==> src/hdl/rrct_pkg.sv <==
// Package for the round-robin completion-time block.
// Holds field widths, the sweep operation codes and the controller/datapath
// command and status structs. Depends on nothing.
`timescale 1ns / 1ps

package rrct_pkg;

  localparam int unsigned SLICE_W     = 16;
  localparam int unsigned BURST_IN_W  = 16;
  localparam int unsigned CLOCK_W     = 20;
  localparam int unsigned TOTAL_W     = 24;
  localparam int unsigned INDEX_W     = 4;
  localparam logic [SLICE_W-1:0] SLICE_RESET = 16'd4;

  typedef enum logic [1:0] {
    SWEEP_SCAN,
    SWEEP_SKIP,
    SWEEP_PASS
  } sweep_op_e;

  typedef struct packed {
    logic      load;
    logic      job_init;
    logic      sweep_start;
    sweep_op_e sweep_op;
    logic      div_start;
    logic      latch_prod;
    logic      emit_init;
    logic      emit_rd;
    logic      emit_ld;
    logic      clr_job;
  } rrct_cmd_t;

  typedef struct packed {
    logic sweep_busy;
    logic div_busy;
    logic none_active;
    logic out_free;
    logic emit_last;
  } rrct_sts_t;

endpackage

==> src/hdl/rrct_if.sv <==
// Valid/ready channel interfaces for the round-robin completion-time block.
// Input items, result items and the time slice write channel.
// Depends on rrct_pkg.
`timescale 1ns / 1ps

interface rrct_in_if import rrct_pkg::*; ();
  logic                  valid;
  logic                  ready;
  logic [BURST_IN_W-1:0] burst_cycles;
  logic                  last_process;

  modport source (output valid, output burst_cycles, output last_process, input ready);
  modport sink   (input valid, input burst_cycles, input last_process, output ready);
endinterface

interface rrct_out_if import rrct_pkg::*; ();
  logic               valid;
  logic               ready;
  logic [INDEX_W-1:0] process_index;
  logic [CLOCK_W-1:0] completion_time;
  logic [CLOCK_W-1:0] wait_cycles;
  logic [TOTAL_W-1:0] total_wait;
  logic [TOTAL_W-1:0] total_turnaround;
  logic               last_result;

  modport source (output valid, output process_index, output completion_time,
                  output wait_cycles, output total_wait, output total_turnaround,
                  output last_result, input ready);
  modport sink   (input valid, input process_index, input completion_time,
                  input wait_cycles, input total_wait, input total_turnaround,
                  input last_result, output ready);
endinterface

interface rrct_cfg_if import rrct_pkg::*; ();
  logic               valid;
  logic               ready;
  logic [SLICE_W-1:0] time_slice;

  modport source (output valid, output time_slice, input ready);
  modport sink   (input valid, input time_slice, output ready);
endinterface

==> src/hdl/rrct_div.sv <==
// Iterative restoring divider that returns only the remainder.
// One dividend bit is retired per cycle. Depends on nothing.
`timescale 1ns / 1ps

module rrct_div #(
  parameter int unsigned DW = 16,
  parameter int unsigned VW = 16
) (
  input  logic          clk_i,
  input  logic          rst_ni,
  input  logic          start_i,
  input  logic [DW-1:0] dividend_i,
  input  logic [VW-1:0] divisor_i,
  output logic          busy_o,
  output logic [VW-1:0] rem_o
);

  localparam int unsigned CW = $clog2(DW + 1);

  logic          busy_q, busy_d;
  logic [CW-1:0] cnt_q, cnt_d;
  logic [DW-1:0] quo_q, quo_d;
  logic [VW-1:0] rem_q, rem_d;
  logic [VW:0]   trial;
  logic [VW:0]   divisor_x;

  always_comb begin
    busy_d    = busy_q;
    cnt_d     = cnt_q;
    quo_d     = quo_q;
    rem_d     = rem_q;
    divisor_x = {1'b0, divisor_i};
    trial     = {rem_q, quo_q[DW-1]};
    if (start_i) begin
      busy_d = 1'b1;
      cnt_d  = CW'(DW);
      quo_d  = dividend_i;
      rem_d  = '0;
    end else if (busy_q) begin
      // The partial remainder stays below the divisor, so the trial fits.
      if (trial >= divisor_x) begin
        rem_d = VW'(trial - divisor_x);
      end else begin
        rem_d = trial[VW-1:0];
      end
      quo_d = {quo_q[DW-2:0], 1'b0};
      cnt_d = cnt_q - CW'(1);
      if (cnt_q == CW'(1)) begin
        busy_d = 1'b0;
      end
    end
  end

  always_ff @(posedge clk_i or negedge rst_ni) begin
    if (!rst_ni) begin
      busy_q <= 1'b0;
      cnt_q  <= '0;
    end else begin
      busy_q <= busy_d;
      cnt_q  <= cnt_d;
    end
  end

  always_ff @(posedge clk_i) begin
    quo_q <= quo_d;
    rem_q <= rem_d;
  end

  assign busy_o = busy_q;
  assign rem_o  = rem_q;

endmodule

==> src/hdl/rrct_dp.sv <==
// Datapath: burst, remaining and finish memories, the sweep sequencer,
// the service clock, the slice register and the result register.
// Depends on rrct_pkg, rrct_if and rrct_div.
`timescale 1ns / 1ps

module rrct_dp import rrct_pkg::*; #(
  parameter int unsigned MAX_PROCESSES = 16,
  parameter int unsigned BURST_BITS    = 16
) (
  input  logic                  clk_i,
  input  logic                  rst_ni,
  input  logic [BURST_IN_W-1:0] burst_i,
  input  rrct_cmd_t             cmd_i,
  output rrct_sts_t             sts_o,
  rrct_cfg_if.sink              cfg_if,
  rrct_out_if.source            out_if
);

  localparam int unsigned BW = BURST_BITS;
  localparam int unsigned SW = (BW > SLICE_W) ? BW : SLICE_W;
  localparam int unsigned NW = $clog2(MAX_PROCESSES + 1);
  localparam int unsigned IW = $clog2(MAX_PROCESSES);

  logic [BW-1:0]      burst_mem [MAX_PROCESSES];
  logic [BW-1:0]      rem_mem   [MAX_PROCESSES];
  logic [CLOCK_W-1:0] fin_mem   [MAX_PROCESSES];

  logic [SLICE_W-1:0] slice_q;
  logic [NW-1:0]      n_q;
  logic               sweep_busy_q;
  sweep_op_e          op_q;
  logic [NW-1:0]      rd_cnt_q;
  logic               pv_q;
  logic [IW-1:0]      pidx_q;
  logic [BW-1:0]      rem_rd_q;
  logic [NW-1:0]      active_q;
  logic [BW-1:0]      least_q;
  logic [BW-1:0]      lm1_q;
  logic [BW-1:0]      prod_q;
  logic [CLOCK_W-1:0] clock_q, clock_d;
  logic [IW-1:0]      eidx_q;
  logic [BW-1:0]      b_rd_q;
  logic [CLOCK_W-1:0] f_rd_q;
  logic [TOTAL_W-1:0] tw_q, tt_q;
  logic               out_valid_q;

  logic [BW-1:0]      burst_w;
  logic               room;
  logic               issue;
  logic               act;
  logic [SLICE_W-1:0] slice_eff;
  logic               gt;
  logic [SW-1:0]      inc;
  logic [BW-1:0]      rem_wd;
  logic               rem_we;
  logic               fin_we;
  logic               div_busy;
  logic [SLICE_W-1:0] div_rem;
  logic [CLOCK_W-1:0] comp;
  logic [CLOCK_W-1:0] wait_v;

  assign burst_w   = BW'(burst_i);
  assign room      = (n_q != NW'(MAX_PROCESSES));
  assign issue     = sweep_busy_q && (rd_cnt_q != n_q);
  assign act       = pv_q && (rem_rd_q != '0);
  assign slice_eff = (slice_q == '0) ? SLICE_W'(1) : slice_q;
  assign cfg_if.ready = 1'b1;

  // Per-entry update of the remaining time and the service clock.
  always_comb begin
    gt      = SW'(rem_rd_q) > SW'(slice_eff);
    inc     = '0;
    rem_wd  = '0;
    clock_d = clock_q;
    unique case (op_q)
      SWEEP_SKIP: begin
        rem_wd  = rem_rd_q - prod_q;
        clock_d = clock_q + CLOCK_W'(prod_q);
      end
      SWEEP_PASS: begin
        inc     = gt ? SW'(slice_eff) : SW'(rem_rd_q);
        rem_wd  = gt ? (rem_rd_q - BW'(slice_eff)) : '0;
        clock_d = clock_q + CLOCK_W'(inc);
      end
      default: begin
        clock_d = clock_q;
      end
    endcase
  end

  assign rem_we = act && (op_q != SWEEP_SCAN);
  assign fin_we = act && (op_q == SWEEP_PASS);

  rrct_div #(
    .DW (BW),
    .VW (SLICE_W)
  ) u_div (
    .clk_i      (clk_i),
    .rst_ni     (rst_ni),
    .start_i    (cmd_i.div_start),
    .dividend_i (least_q - BW'(1)),
    .divisor_i  (slice_eff),
    .busy_o     (div_busy),
    .rem_o      (div_rem)
  );

  // Memories.
  always_ff @(posedge clk_i) begin
    if (cmd_i.load && room) begin
      burst_mem[n_q[IW-1:0]] <= burst_w;
    end
    if (cmd_i.load && room) begin
      rem_mem[n_q[IW-1:0]] <= burst_w;
    end else if (rem_we) begin
      rem_mem[pidx_q] <= rem_wd;
    end
    if (fin_we) begin
      fin_mem[pidx_q] <= clock_d;
    end
    if (issue) begin
      rem_rd_q <= rem_mem[rd_cnt_q[IW-1:0]];
      pidx_q   <= rd_cnt_q[IW-1:0];
    end
    if (cmd_i.emit_rd) begin
      b_rd_q <= burst_mem[eidx_q];
      f_rd_q <= fin_mem[eidx_q];
    end
  end

  // Zero-burst processes never run and finish at time zero.
  assign comp   = (b_rd_q == '0) ? '0 : f_rd_q;
  assign wait_v = comp - CLOCK_W'(b_rd_q);

  always_ff @(posedge clk_i or negedge rst_ni) begin
    if (!rst_ni) begin
      slice_q      <= SLICE_RESET;
      n_q          <= '0;
      sweep_busy_q <= 1'b0;
      op_q         <= SWEEP_SCAN;
      rd_cnt_q     <= '0;
      pv_q         <= 1'b0;
      active_q     <= '0;
      least_q      <= '0;
      lm1_q        <= '0;
      prod_q       <= '0;
      clock_q      <= '0;
      eidx_q       <= '0;
      tw_q         <= '0;
      tt_q         <= '0;
      out_valid_q  <= 1'b0;
    end else begin
      if (cfg_if.valid) begin
        slice_q <= cfg_if.time_slice;
      end
      if (cmd_i.clr_job) begin
        n_q <= '0;
      end else if (cmd_i.load && room) begin
        n_q <= n_q + NW'(1);
      end

      pv_q <= issue;
      if (cmd_i.sweep_start) begin
        sweep_busy_q <= 1'b1;
        rd_cnt_q     <= '0;
        op_q         <= cmd_i.sweep_op;
      end else begin
        if (issue) begin
          rd_cnt_q <= rd_cnt_q + NW'(1);
        end
        if (sweep_busy_q && !issue && !pv_q) begin
          sweep_busy_q <= 1'b0;
        end
      end

      if (cmd_i.sweep_start && (cmd_i.sweep_op == SWEEP_SCAN)) begin
        active_q <= '0;
      end else if (act && (op_q == SWEEP_SCAN)) begin
        active_q <= active_q + NW'(1);
        if ((active_q == '0) || (rem_rd_q < least_q)) begin
          least_q <= rem_rd_q;
        end
      end

      if (cmd_i.div_start) begin
        lm1_q <= least_q - BW'(1);
      end
      if (cmd_i.latch_prod) begin
        prod_q <= lm1_q - BW'(div_rem);
      end

      if (cmd_i.job_init) begin
        clock_q <= '0;
      end else if (rem_we) begin
        clock_q <= clock_d;
      end

      if (cmd_i.emit_init) begin
        eidx_q <= '0;
        tw_q   <= '0;
        tt_q   <= '0;
      end else if (cmd_i.emit_ld) begin
        eidx_q <= eidx_q + IW'(1);
        tw_q   <= tw_q + TOTAL_W'(wait_v);
        tt_q   <= tt_q + TOTAL_W'(comp);
      end

      if (cmd_i.emit_ld) begin
        out_valid_q <= 1'b1;
      end else if (out_if.ready) begin
        out_valid_q <= 1'b0;
      end
    end
  end

  always_ff @(posedge clk_i) begin
    if (cmd_i.emit_ld) begin
      out_if.process_index    <= INDEX_W'(eidx_q);
      out_if.completion_time  <= comp;
      out_if.wait_cycles      <= wait_v;
      out_if.total_wait       <= tw_q + TOTAL_W'(wait_v);
      out_if.total_turnaround <= tt_q + TOTAL_W'(comp);
      out_if.last_result      <= sts_o.emit_last;
    end
  end

  assign out_if.valid = out_valid_q;

  assign sts_o.sweep_busy  = sweep_busy_q;
  assign sts_o.div_busy    = div_busy;
  assign sts_o.none_active = (active_q == '0);
  assign sts_o.out_free    = !out_valid_q || out_if.ready;
  assign sts_o.emit_last   = ((NW'(eidx_q) + NW'(1)) == n_q);

endmodule

==> src/hdl/rrct_ctrl.sv <==
// Controller state machine: load, scan/divide/skip/pass rounds, emission.
// Drives the datapath only through command and status structs.
// Depends on rrct_pkg.
`timescale 1ns / 1ps

module rrct_ctrl import rrct_pkg::*; (
  input  logic      clk_i,
  input  logic      rst_ni,
  input  logic      in_valid_i,
  input  logic      in_last_i,
  output logic      in_ready_o,
  input  rrct_sts_t sts_i,
  output rrct_cmd_t cmd_o
);

  typedef enum logic [3:0] {
    ST_LOAD,
    ST_SCAN_GO,
    ST_SCAN_W,
    ST_DIV_W,
    ST_SKIP_GO,
    ST_SKIP_W,
    ST_PASS_GO,
    ST_PASS_W,
    ST_EMIT_GO,
    ST_EMIT_RD,
    ST_EMIT_WR
  } state_e;

  state_e state_q, state_d;

  always_comb begin
    state_d    = state_q;
    cmd_o      = '0;
    in_ready_o = 1'b0;
    unique case (state_q)
      ST_LOAD: begin
        in_ready_o = 1'b1;
        if (in_valid_i) begin
          cmd_o.load = 1'b1;
          if (in_last_i) begin
            cmd_o.job_init = 1'b1;
            state_d        = ST_SCAN_GO;
          end
        end
      end
      ST_SCAN_GO: begin
        cmd_o.sweep_start = 1'b1;
        cmd_o.sweep_op    = SWEEP_SCAN;
        state_d           = ST_SCAN_W;
      end
      ST_SCAN_W: begin
        if (!sts_i.sweep_busy) begin
          if (sts_i.none_active) begin
            state_d = ST_EMIT_GO;
          end else begin
            cmd_o.div_start = 1'b1;
            state_d         = ST_DIV_W;
          end
        end
      end
      ST_DIV_W: begin
        if (!sts_i.div_busy) begin
          cmd_o.latch_prod = 1'b1;
          state_d          = ST_SKIP_GO;
        end
      end
      ST_SKIP_GO: begin
        cmd_o.sweep_start = 1'b1;
        cmd_o.sweep_op    = SWEEP_SKIP;
        state_d           = ST_SKIP_W;
      end
      ST_SKIP_W: begin
        if (!sts_i.sweep_busy) begin
          state_d = ST_PASS_GO;
        end
      end
      ST_PASS_GO: begin
        cmd_o.sweep_start = 1'b1;
        cmd_o.sweep_op    = SWEEP_PASS;
        state_d           = ST_PASS_W;
      end
      ST_PASS_W: begin
        if (!sts_i.sweep_busy) begin
          state_d = ST_SCAN_GO;
        end
      end
      ST_EMIT_GO: begin
        cmd_o.emit_init = 1'b1;
        state_d         = ST_EMIT_RD;
      end
      ST_EMIT_RD: begin
        cmd_o.emit_rd = 1'b1;
        state_d       = ST_EMIT_WR;
      end
      ST_EMIT_WR: begin
        if (sts_i.out_free) begin
          cmd_o.emit_ld = 1'b1;
          if (sts_i.emit_last) begin
            cmd_o.clr_job = 1'b1;
            state_d       = ST_LOAD;
          end else begin
            state_d = ST_EMIT_RD;
          end
        end
      end
      default: begin
        state_d = ST_LOAD;
      end
    endcase
  end

  always_ff @(posedge clk_i or negedge rst_ni) begin
    if (!rst_ni) begin
      state_q <= ST_LOAD;
    end else begin
      state_q <= state_d;
    end
  end

endmodule

==> src/hdl/round_robin_completion_times_top.sv <==
// Round-robin completion times: loads one burst time per cycle; after the flagged last item
// it runs R <= N rounds for N loaded processes before the first result is offered, each
// round made of one-entry-per-cycle memory sweeps and a bit-serial remainder step.
// Results leave one at a time, each after the one-port memory read before it, and emission
// waits while the previous result is not yet taken. Reset clears control state and sets
// time_slice to 4; memory contents are not cleared.
`timescale 1ns / 1ps

module round_robin_completion_times_top import rrct_pkg::*; #(
  parameter int unsigned MAX_PROCESSES = 16,
  parameter int unsigned BURST_BITS    = 16
) (
  input  logic        clk_i,
  input  logic        rst_ni,
  rrct_in_if.sink     in_if,
  rrct_out_if.source  out_if,
  rrct_cfg_if.sink    cfg_if
);

  // Operation in brief. While loading, every accepted item writes its burst
  // time into both the burst memory and the remaining-time memory; items past
  // MAX_PROCESSES are dropped, but a last flag still ends the load. Then the
  // controller repeats rounds until no process is left with service time:
  //   scan  - one sweep finds the least nonzero remaining time and the count
  //           of active processes;
  //   skip  - the divider yields (least - 1) mod slice, so the datapath knows
  //           how much service every active process can take in whole passes
  //           before any of them finishes; one sweep subtracts it and advances
  //           the clock by it once per active process;
  //   pass  - one sweep gives every active process a slice or what it has
  //           left, advancing the clock and recording the finish time.
  // Each round finishes at least one process. Emission then reads burst and
  // finish time per process in load order and fills the result register,
  // with the running sums of waiting and turnaround time.
  // A new job may load as soon as the final result sits in the result register.

  rrct_cmd_t cmd;
  rrct_sts_t sts;
  logic      in_ready;

  rrct_ctrl u_ctrl (
    .clk_i      (clk_i),
    .rst_ni     (rst_ni),
    .in_valid_i (in_if.valid),
    .in_last_i  (in_if.last_process),
    .in_ready_o (in_ready),
    .sts_i      (sts),
    .cmd_o      (cmd)
  );

  rrct_dp #(
    .MAX_PROCESSES (MAX_PROCESSES),
    .BURST_BITS    (BURST_BITS)
  ) u_dp (
    .clk_i   (clk_i),
    .rst_ni  (rst_ni),
    .burst_i (in_if.burst_cycles),
    .cmd_i   (cmd),
    .sts_o   (sts),
    .cfg_if  (cfg_if),
    .out_if  (out_if)
  );

  assign in_if.ready = in_ready;

`ifndef SYNTHESIS
  // The item that ends a job starts the rounds; no item is taken next.
  a_last_stops_load: assert property (@(posedge clk_i) disable iff (!rst_ni)
    in_if.valid && in_if.ready && in_if.last_process |=> !in_if.ready)
    else $error("input taken right after the last item of a job");

  // While the result register holds a result that is not the final one of its
  // job, the controller is still emitting and loading stays closed.
  a_emit_blocks_load: assert property (@(posedge clk_i) disable iff (!rst_ni)
    out_if.valid && !out_if.last_result |-> !in_if.ready)
    else $error("input open while a job is still emitting");

  // A result that waits for the receiver stays offered and unchanged.
  a_result_held: assert property (@(posedge clk_i) disable iff (!rst_ni)
    out_if.valid && !out_if.ready |=> out_if.valid && $stable(out_if.completion_time)
      && $stable(out_if.process_index) && $stable(out_if.last_result))
    else $error("waiting result dropped or changed");
`endif

endmodule
==> src/flat_wrapper.sv <==
// flat-port wrapper written by rule: the top's interface ports become plain ports
module round_robin_completion_times_top_flat import rrct_pkg::*;
#(
  parameter int unsigned MAX_PROCESSES = 16,
  parameter int unsigned BURST_BITS    = 16
)
  (clk_i, rst_ni, in_if_valid, in_if_burst_cycles, in_if_last_process, in_if_ready, out_if_valid, out_if_process_index, out_if_completion_time, out_if_wait_cycles, out_if_total_wait, out_if_total_turnaround, out_if_last_result, out_if_ready, cfg_if_valid, cfg_if_time_slice, cfg_if_ready);
  rrct_in_if in_if_i ();
  rrct_out_if out_if_i ();
  rrct_cfg_if cfg_if_i ();
  input  logic clk_i;
  input  logic rst_ni;
  input wire logic [$bits(in_if_i.valid)-1:0] in_if_valid;
  input wire logic [$bits(in_if_i.burst_cycles)-1:0] in_if_burst_cycles;
  input wire logic [$bits(in_if_i.last_process)-1:0] in_if_last_process;
  output wire logic [$bits(in_if_i.ready)-1:0] in_if_ready;
  output wire logic [$bits(out_if_i.valid)-1:0] out_if_valid;
  output wire logic [$bits(out_if_i.process_index)-1:0] out_if_process_index;
  output wire logic [$bits(out_if_i.completion_time)-1:0] out_if_completion_time;
  output wire logic [$bits(out_if_i.wait_cycles)-1:0] out_if_wait_cycles;
  output wire logic [$bits(out_if_i.total_wait)-1:0] out_if_total_wait;
  output wire logic [$bits(out_if_i.total_turnaround)-1:0] out_if_total_turnaround;
  output wire logic [$bits(out_if_i.last_result)-1:0] out_if_last_result;
  input wire logic [$bits(out_if_i.ready)-1:0] out_if_ready;
  input wire logic [$bits(cfg_if_i.valid)-1:0] cfg_if_valid;
  input wire logic [$bits(cfg_if_i.time_slice)-1:0] cfg_if_time_slice;
  output wire logic [$bits(cfg_if_i.ready)-1:0] cfg_if_ready;
  assign in_if_i.valid = in_if_valid;
  assign in_if_i.burst_cycles = in_if_burst_cycles;
  assign in_if_i.last_process = in_if_last_process;
  assign in_if_ready = in_if_i.ready;
  assign out_if_valid = out_if_i.valid;
  assign out_if_process_index = out_if_i.process_index;
  assign out_if_completion_time = out_if_i.completion_time;
  assign out_if_wait_cycles = out_if_i.wait_cycles;
  assign out_if_total_wait = out_if_i.total_wait;
  assign out_if_total_turnaround = out_if_i.total_turnaround;
  assign out_if_last_result = out_if_i.last_result;
  assign out_if_i.ready = out_if_ready;
  assign cfg_if_i.valid = cfg_if_valid;
  assign cfg_if_i.time_slice = cfg_if_time_slice;
  assign cfg_if_ready = cfg_if_i.ready;
  round_robin_completion_times_top #(.MAX_PROCESSES(MAX_PROCESSES), .BURST_BITS(BURST_BITS)) u_core (.clk_i(clk_i), .rst_ni(rst_ni), .in_if(in_if_i), .out_if(out_if_i), .cfg_if(cfg_if_i));
endmodule
==> config.mk <==
export PLATFORM = sky130hd
export DESIGN_NAME = round_robin_completion_times_top_flat
export DESIGN_NICKNAME = d
export VERILOG_FILES = /design/src/hdl/rrct_pkg.sv /design/src/hdl/rrct_if.sv /design/src/hdl/rrct_div.sv /design/src/hdl/rrct_dp.sv /design/src/hdl/rrct_ctrl.sv /design/src/hdl/round_robin_completion_times_top.sv /design/src/flat_wrapper.sv
export SDC_FILE = /design/constraint.sdc
export NUM_CORES = 2
export LEC_CHECK = 0
export BUFFER_PORTS_ARGS = -buffer_cell sky130_fd_sc_hd__buf_2
export CORE_MARGIN = 3
export CORE_UTILIZATION = 40
export CTS_CLUSTER_DIAMETER = 60
export CTS_CLUSTER_SIZE = 40
export DETAILED_ROUTE_END_ITERATION = 8
export SLEW_MARGIN = 20
export SYNTH_ARGS = -nofsm -noshare
export SYNTH_HDL_FRONTEND = slang
export SYNTH_SLANG_ARGS = --single-unit
==> constraint.sdc <==
create_clock -name clk_i -period 7.7 [get_ports clk_i]
set_clock_uncertainty 0.15 [all_clocks]
set_input_delay 0.385 -clock clk_i [delete_from_list [all_inputs] [get_ports clk_i]]
set_output_delay 0.385 -clock clk_i [all_outputs]
set_load 0.1 [all_outputs]
==> reports/metrics.yaml <==
outcome: "completed"
synth_largest_area_cell: "edfxtp_1"
die_h_um: 367
dieArea_sq_um: 135000
ys_seq_area_share_pct: 65.9
ant_nets: 0
cts.sinks: 1179
postCtsSetupBuffers: 0
seq_area_sq_um: 34400
critical_path.startpoint_type: "flip-flop"
clock_latency_ns: 0.71
ys_top_cells_by_area: "edfxtp_1 57%, mux4_2 11%, dfrtp_1 7.9%"
fin_ws_ns: 0.823
synth_edf_count: 997
vias: 29600
multi_input_area_sq_um: 17100
max_clock_freq_mhz: 145
cap_violations: 0
p_leak_nw: 20.9
period_needed_ns: 6.88
synth_top_flop_cell: "edfxtp_1"
dp_hpwl_mm: 80.4
overflow: 0
dp_cells: 5109
num_io_pins: 134
slew_violations: 0
nFillCells: 11000
post-place-ws_ns: 1.03
syn_nets: 3507
grt_pass1_vias: 29300
ctsHtreeMaxLevel: 3
instances_no_fill: 5332
wire_per_inst_um: 24.3
fin_area_sq_um: 59400
drc: 0
drt_wl_total_mm: 129
syn-cell-area_sq_um: 52300
async_flop_share_pct: 14.1
gp_congestion: 0.950
timing.final.crit_share_pct: 89.3
clockRootBuffer: "clkbuf_16"
syn_avg_cell_area_sq_um: 15.8
path_clk_slew_ns: 0.09
tightest_slew_ns: 1.06
drtIter0Drc: 2654
final_nets: 3741
worstPathRequired_ns: 7.89
crit_type: "reg2reg"
hold_violations: 0
slew_headroom_pct: 29.4
synth_seq_cells: 1179
grt_usage_pct: 19.1
cts_tree: "built"
rsz0062_at_grt: "no"
cp-end-kind: "flip-flop"
viasPerCell: 5.56
drt_pass1_iterations: 5
placed_cell_area_sq_um: 55500
clk_path_buf_depth: 3
antenna_found_initial: 5
synthCells: 3297
placementRows: 131
pwr_density_cell_nw_per_um2: 413
synth.most_common_cell: "edfxtp_1"
syn_to_final_growth_pct: 13.6
synth_warnings: 0
drive_above_1_share_pct: 21.2
ys_types: 90
grt_max_degree: 86
core_sq_um: 129000
synth_top_area_share_pct: 57.3
setup_viol: 0
port_buffers: 132
start_util_pct: 40.6
cts_made_buffers: 83
critPathMaxFanout: 20
synthTopCellsByCount: "997 x edfxtp_1, 260 x mux4_2, 190 x nor2_1"
dieWidth_um: 367
grt_pass1_wl_mm: 194
cp.arrival_ns: 7.06
tns_ns: 0
hold_path_class: "in2async"
peakVddDrop_mv: 0.233
area by class of cell:
class / instances / share of cell area, %
Timing Repair Buffer: 286 / 3.42
Tap cell: 1729 / 3.64
Antenna cell: 1 / 0.00421
Multi-Input combinational cell: 1851 / 28.7
Clock buffer: 86 / 3.59
Inverter: 130 / 0.830
Sequential cell: 1179 / 58.0
Clock inverter: 70 / 1.80
cell families (layout without fill, tap and decap cells):
| group | Yosys count | after routing | synth area share [%] |
|---|---|---|---|
| buf+inv | 267 | 572 | 1.95 |
| xor+xnor | 155 | 155 | 2.60 |
| mux | 313 | 313 | 12.3 |
| simple gates | 642 | 642 | 5.83 |
| fa+ha+maj | 172 | 172 | 4.23 |
| compound gates | 568 | 568 | 7.23 |
| flops | 1179 | 1179 | 65.9 |
| other cells | 1 | 2 | 0.00718 |
repair_timing:
item,in CTS,in global routing
resized for setup,0,0
hold buffers,64,0
hold endpoints to repair,319,0
sequential cells by signal, indices dropped and copies added, names as in the netlist, 20 cells and up:
| name | cells |
|---|---|
| u_core.u_dp.tw_q | 24 |
| u_core.u_dp.out_if.total_turnaround | 24 |
| u_core.u_dp.out_if.total_wait | 24 |
| u_core.u_dp.tt_q | 24 |
| u_core.u_dp.fin_mem | 320 |
| u_core.u_dp.f_rd_q | 20 |
| u_core.u_dp.rem_mem | 256 |
| u_core.u_dp.out_if.wait_cycles | 20 |
| u_core.u_dp.clock_q | 20 |
| u_core.u_dp.out_if.completion_time | 20 |
| u_core.u_dp.burst_mem | 256 |
path summary, 6_finish.rpt:
check	startpoint	end	slack (ns)	depth (start not counted)
worst min register to register	u_core.u_dp.lm1_q[0]	u_core.u_dp.lm1_q[0]	0.34	1
worst min-delay path	rst_ni	u_core.u_dp.tw_q[12]	0.05	2
worst max-delay path	u_core.u_dp.slice_q[1]	u_core.u_dp.fin_mem[4][17]	0.82	24
worst max register to register	u_core.u_dp.slice_q[1]	u_core.u_dp.fin_mem[4][17]	0.82	24
min in group clk_i	cfg_if_valid	u_core.u_dp.slice_q[0]	0.10	2
max in group asynchronous	rst_ni	u_core.u_dp.lm1_q[15]	6.19	4
placed cells by master (no fill, tap or decap), types with 64 or more instances in the layout:
cell / netlist / routed
buf_2: 6 / 131
nand2_1: 171 / 171
nor2_1: 190 / 149
edfxtp_1: 997 / 997
ha_1: 164 / 164
dfrtp_1: 165 / 159
dlygate4sd3_1: 0 / 64
a21oi_1: 165 / 164
inv_1: 129 / 129
clkbuf_16: 0 / 85
buf_4: 1 / 87
mux4_2: 260 / 260
xnor2_1: 97 / 95
o21ai_0: 118 / 112
metal layers:
metal	vias to the layer above	wire [um]	global-route usage [%]
met5	-	11	0
li1	13300	-	-
met1	15300	56600	26.7
met3	187	6950	2.69
met2	847	61600	31.0
met4	2	4150	5.85
power by group:
part           internal [mW]  total (mW)  leakage [nW]  switching [mW]
Clock                   2.37        5.03          1.54            2.65
Sequential              9.09        10.0          11.3           0.905
Combinational           3.83        9.47          8.07            5.64
Total                   15.3        24.5          20.9            9.20
critical path: stages (launching register included):
cell,delay [ns]
dfrtp_1,0.42
nor4_1,0.29
a41o_1,0.32
ha_1,0.20
inv_1,0.06
fa_1,0.42
nand3_1,0.10
a21boi_0,0.08
o21ai_0,0.21
a21oi_1,0.18
a211oi_1,0.50
a21bo_2,0.37
buf_4,0.27
nor2_1,0.06
a21oi_1,0.12
a21oi_1,0.11
ha_1,0.37
a21o_1,0.19
a21o_1,0.19
a211o_1,0.29
a21oi_1,0.15
o21bai_1,0.13
a21oi_1,0.41
nor2_1,0.10
xor2_1,0.82
stage by stage:
stage | hold slack [ns] | power, mW | utilization (%)
floorplan | -0.0606 | 16.6 | -
global placement | 0.217 | 19.4 | 43.1
detailed placement | 0.227 | 19.5 | 43.1
CTS | 0.0149 | 24.6 | 46.1
global route | 0.0577 | 25.9 | 46.1
finish | 0.0531 | 24.5 | 46.1
Power figures use the tool's default switching activity.
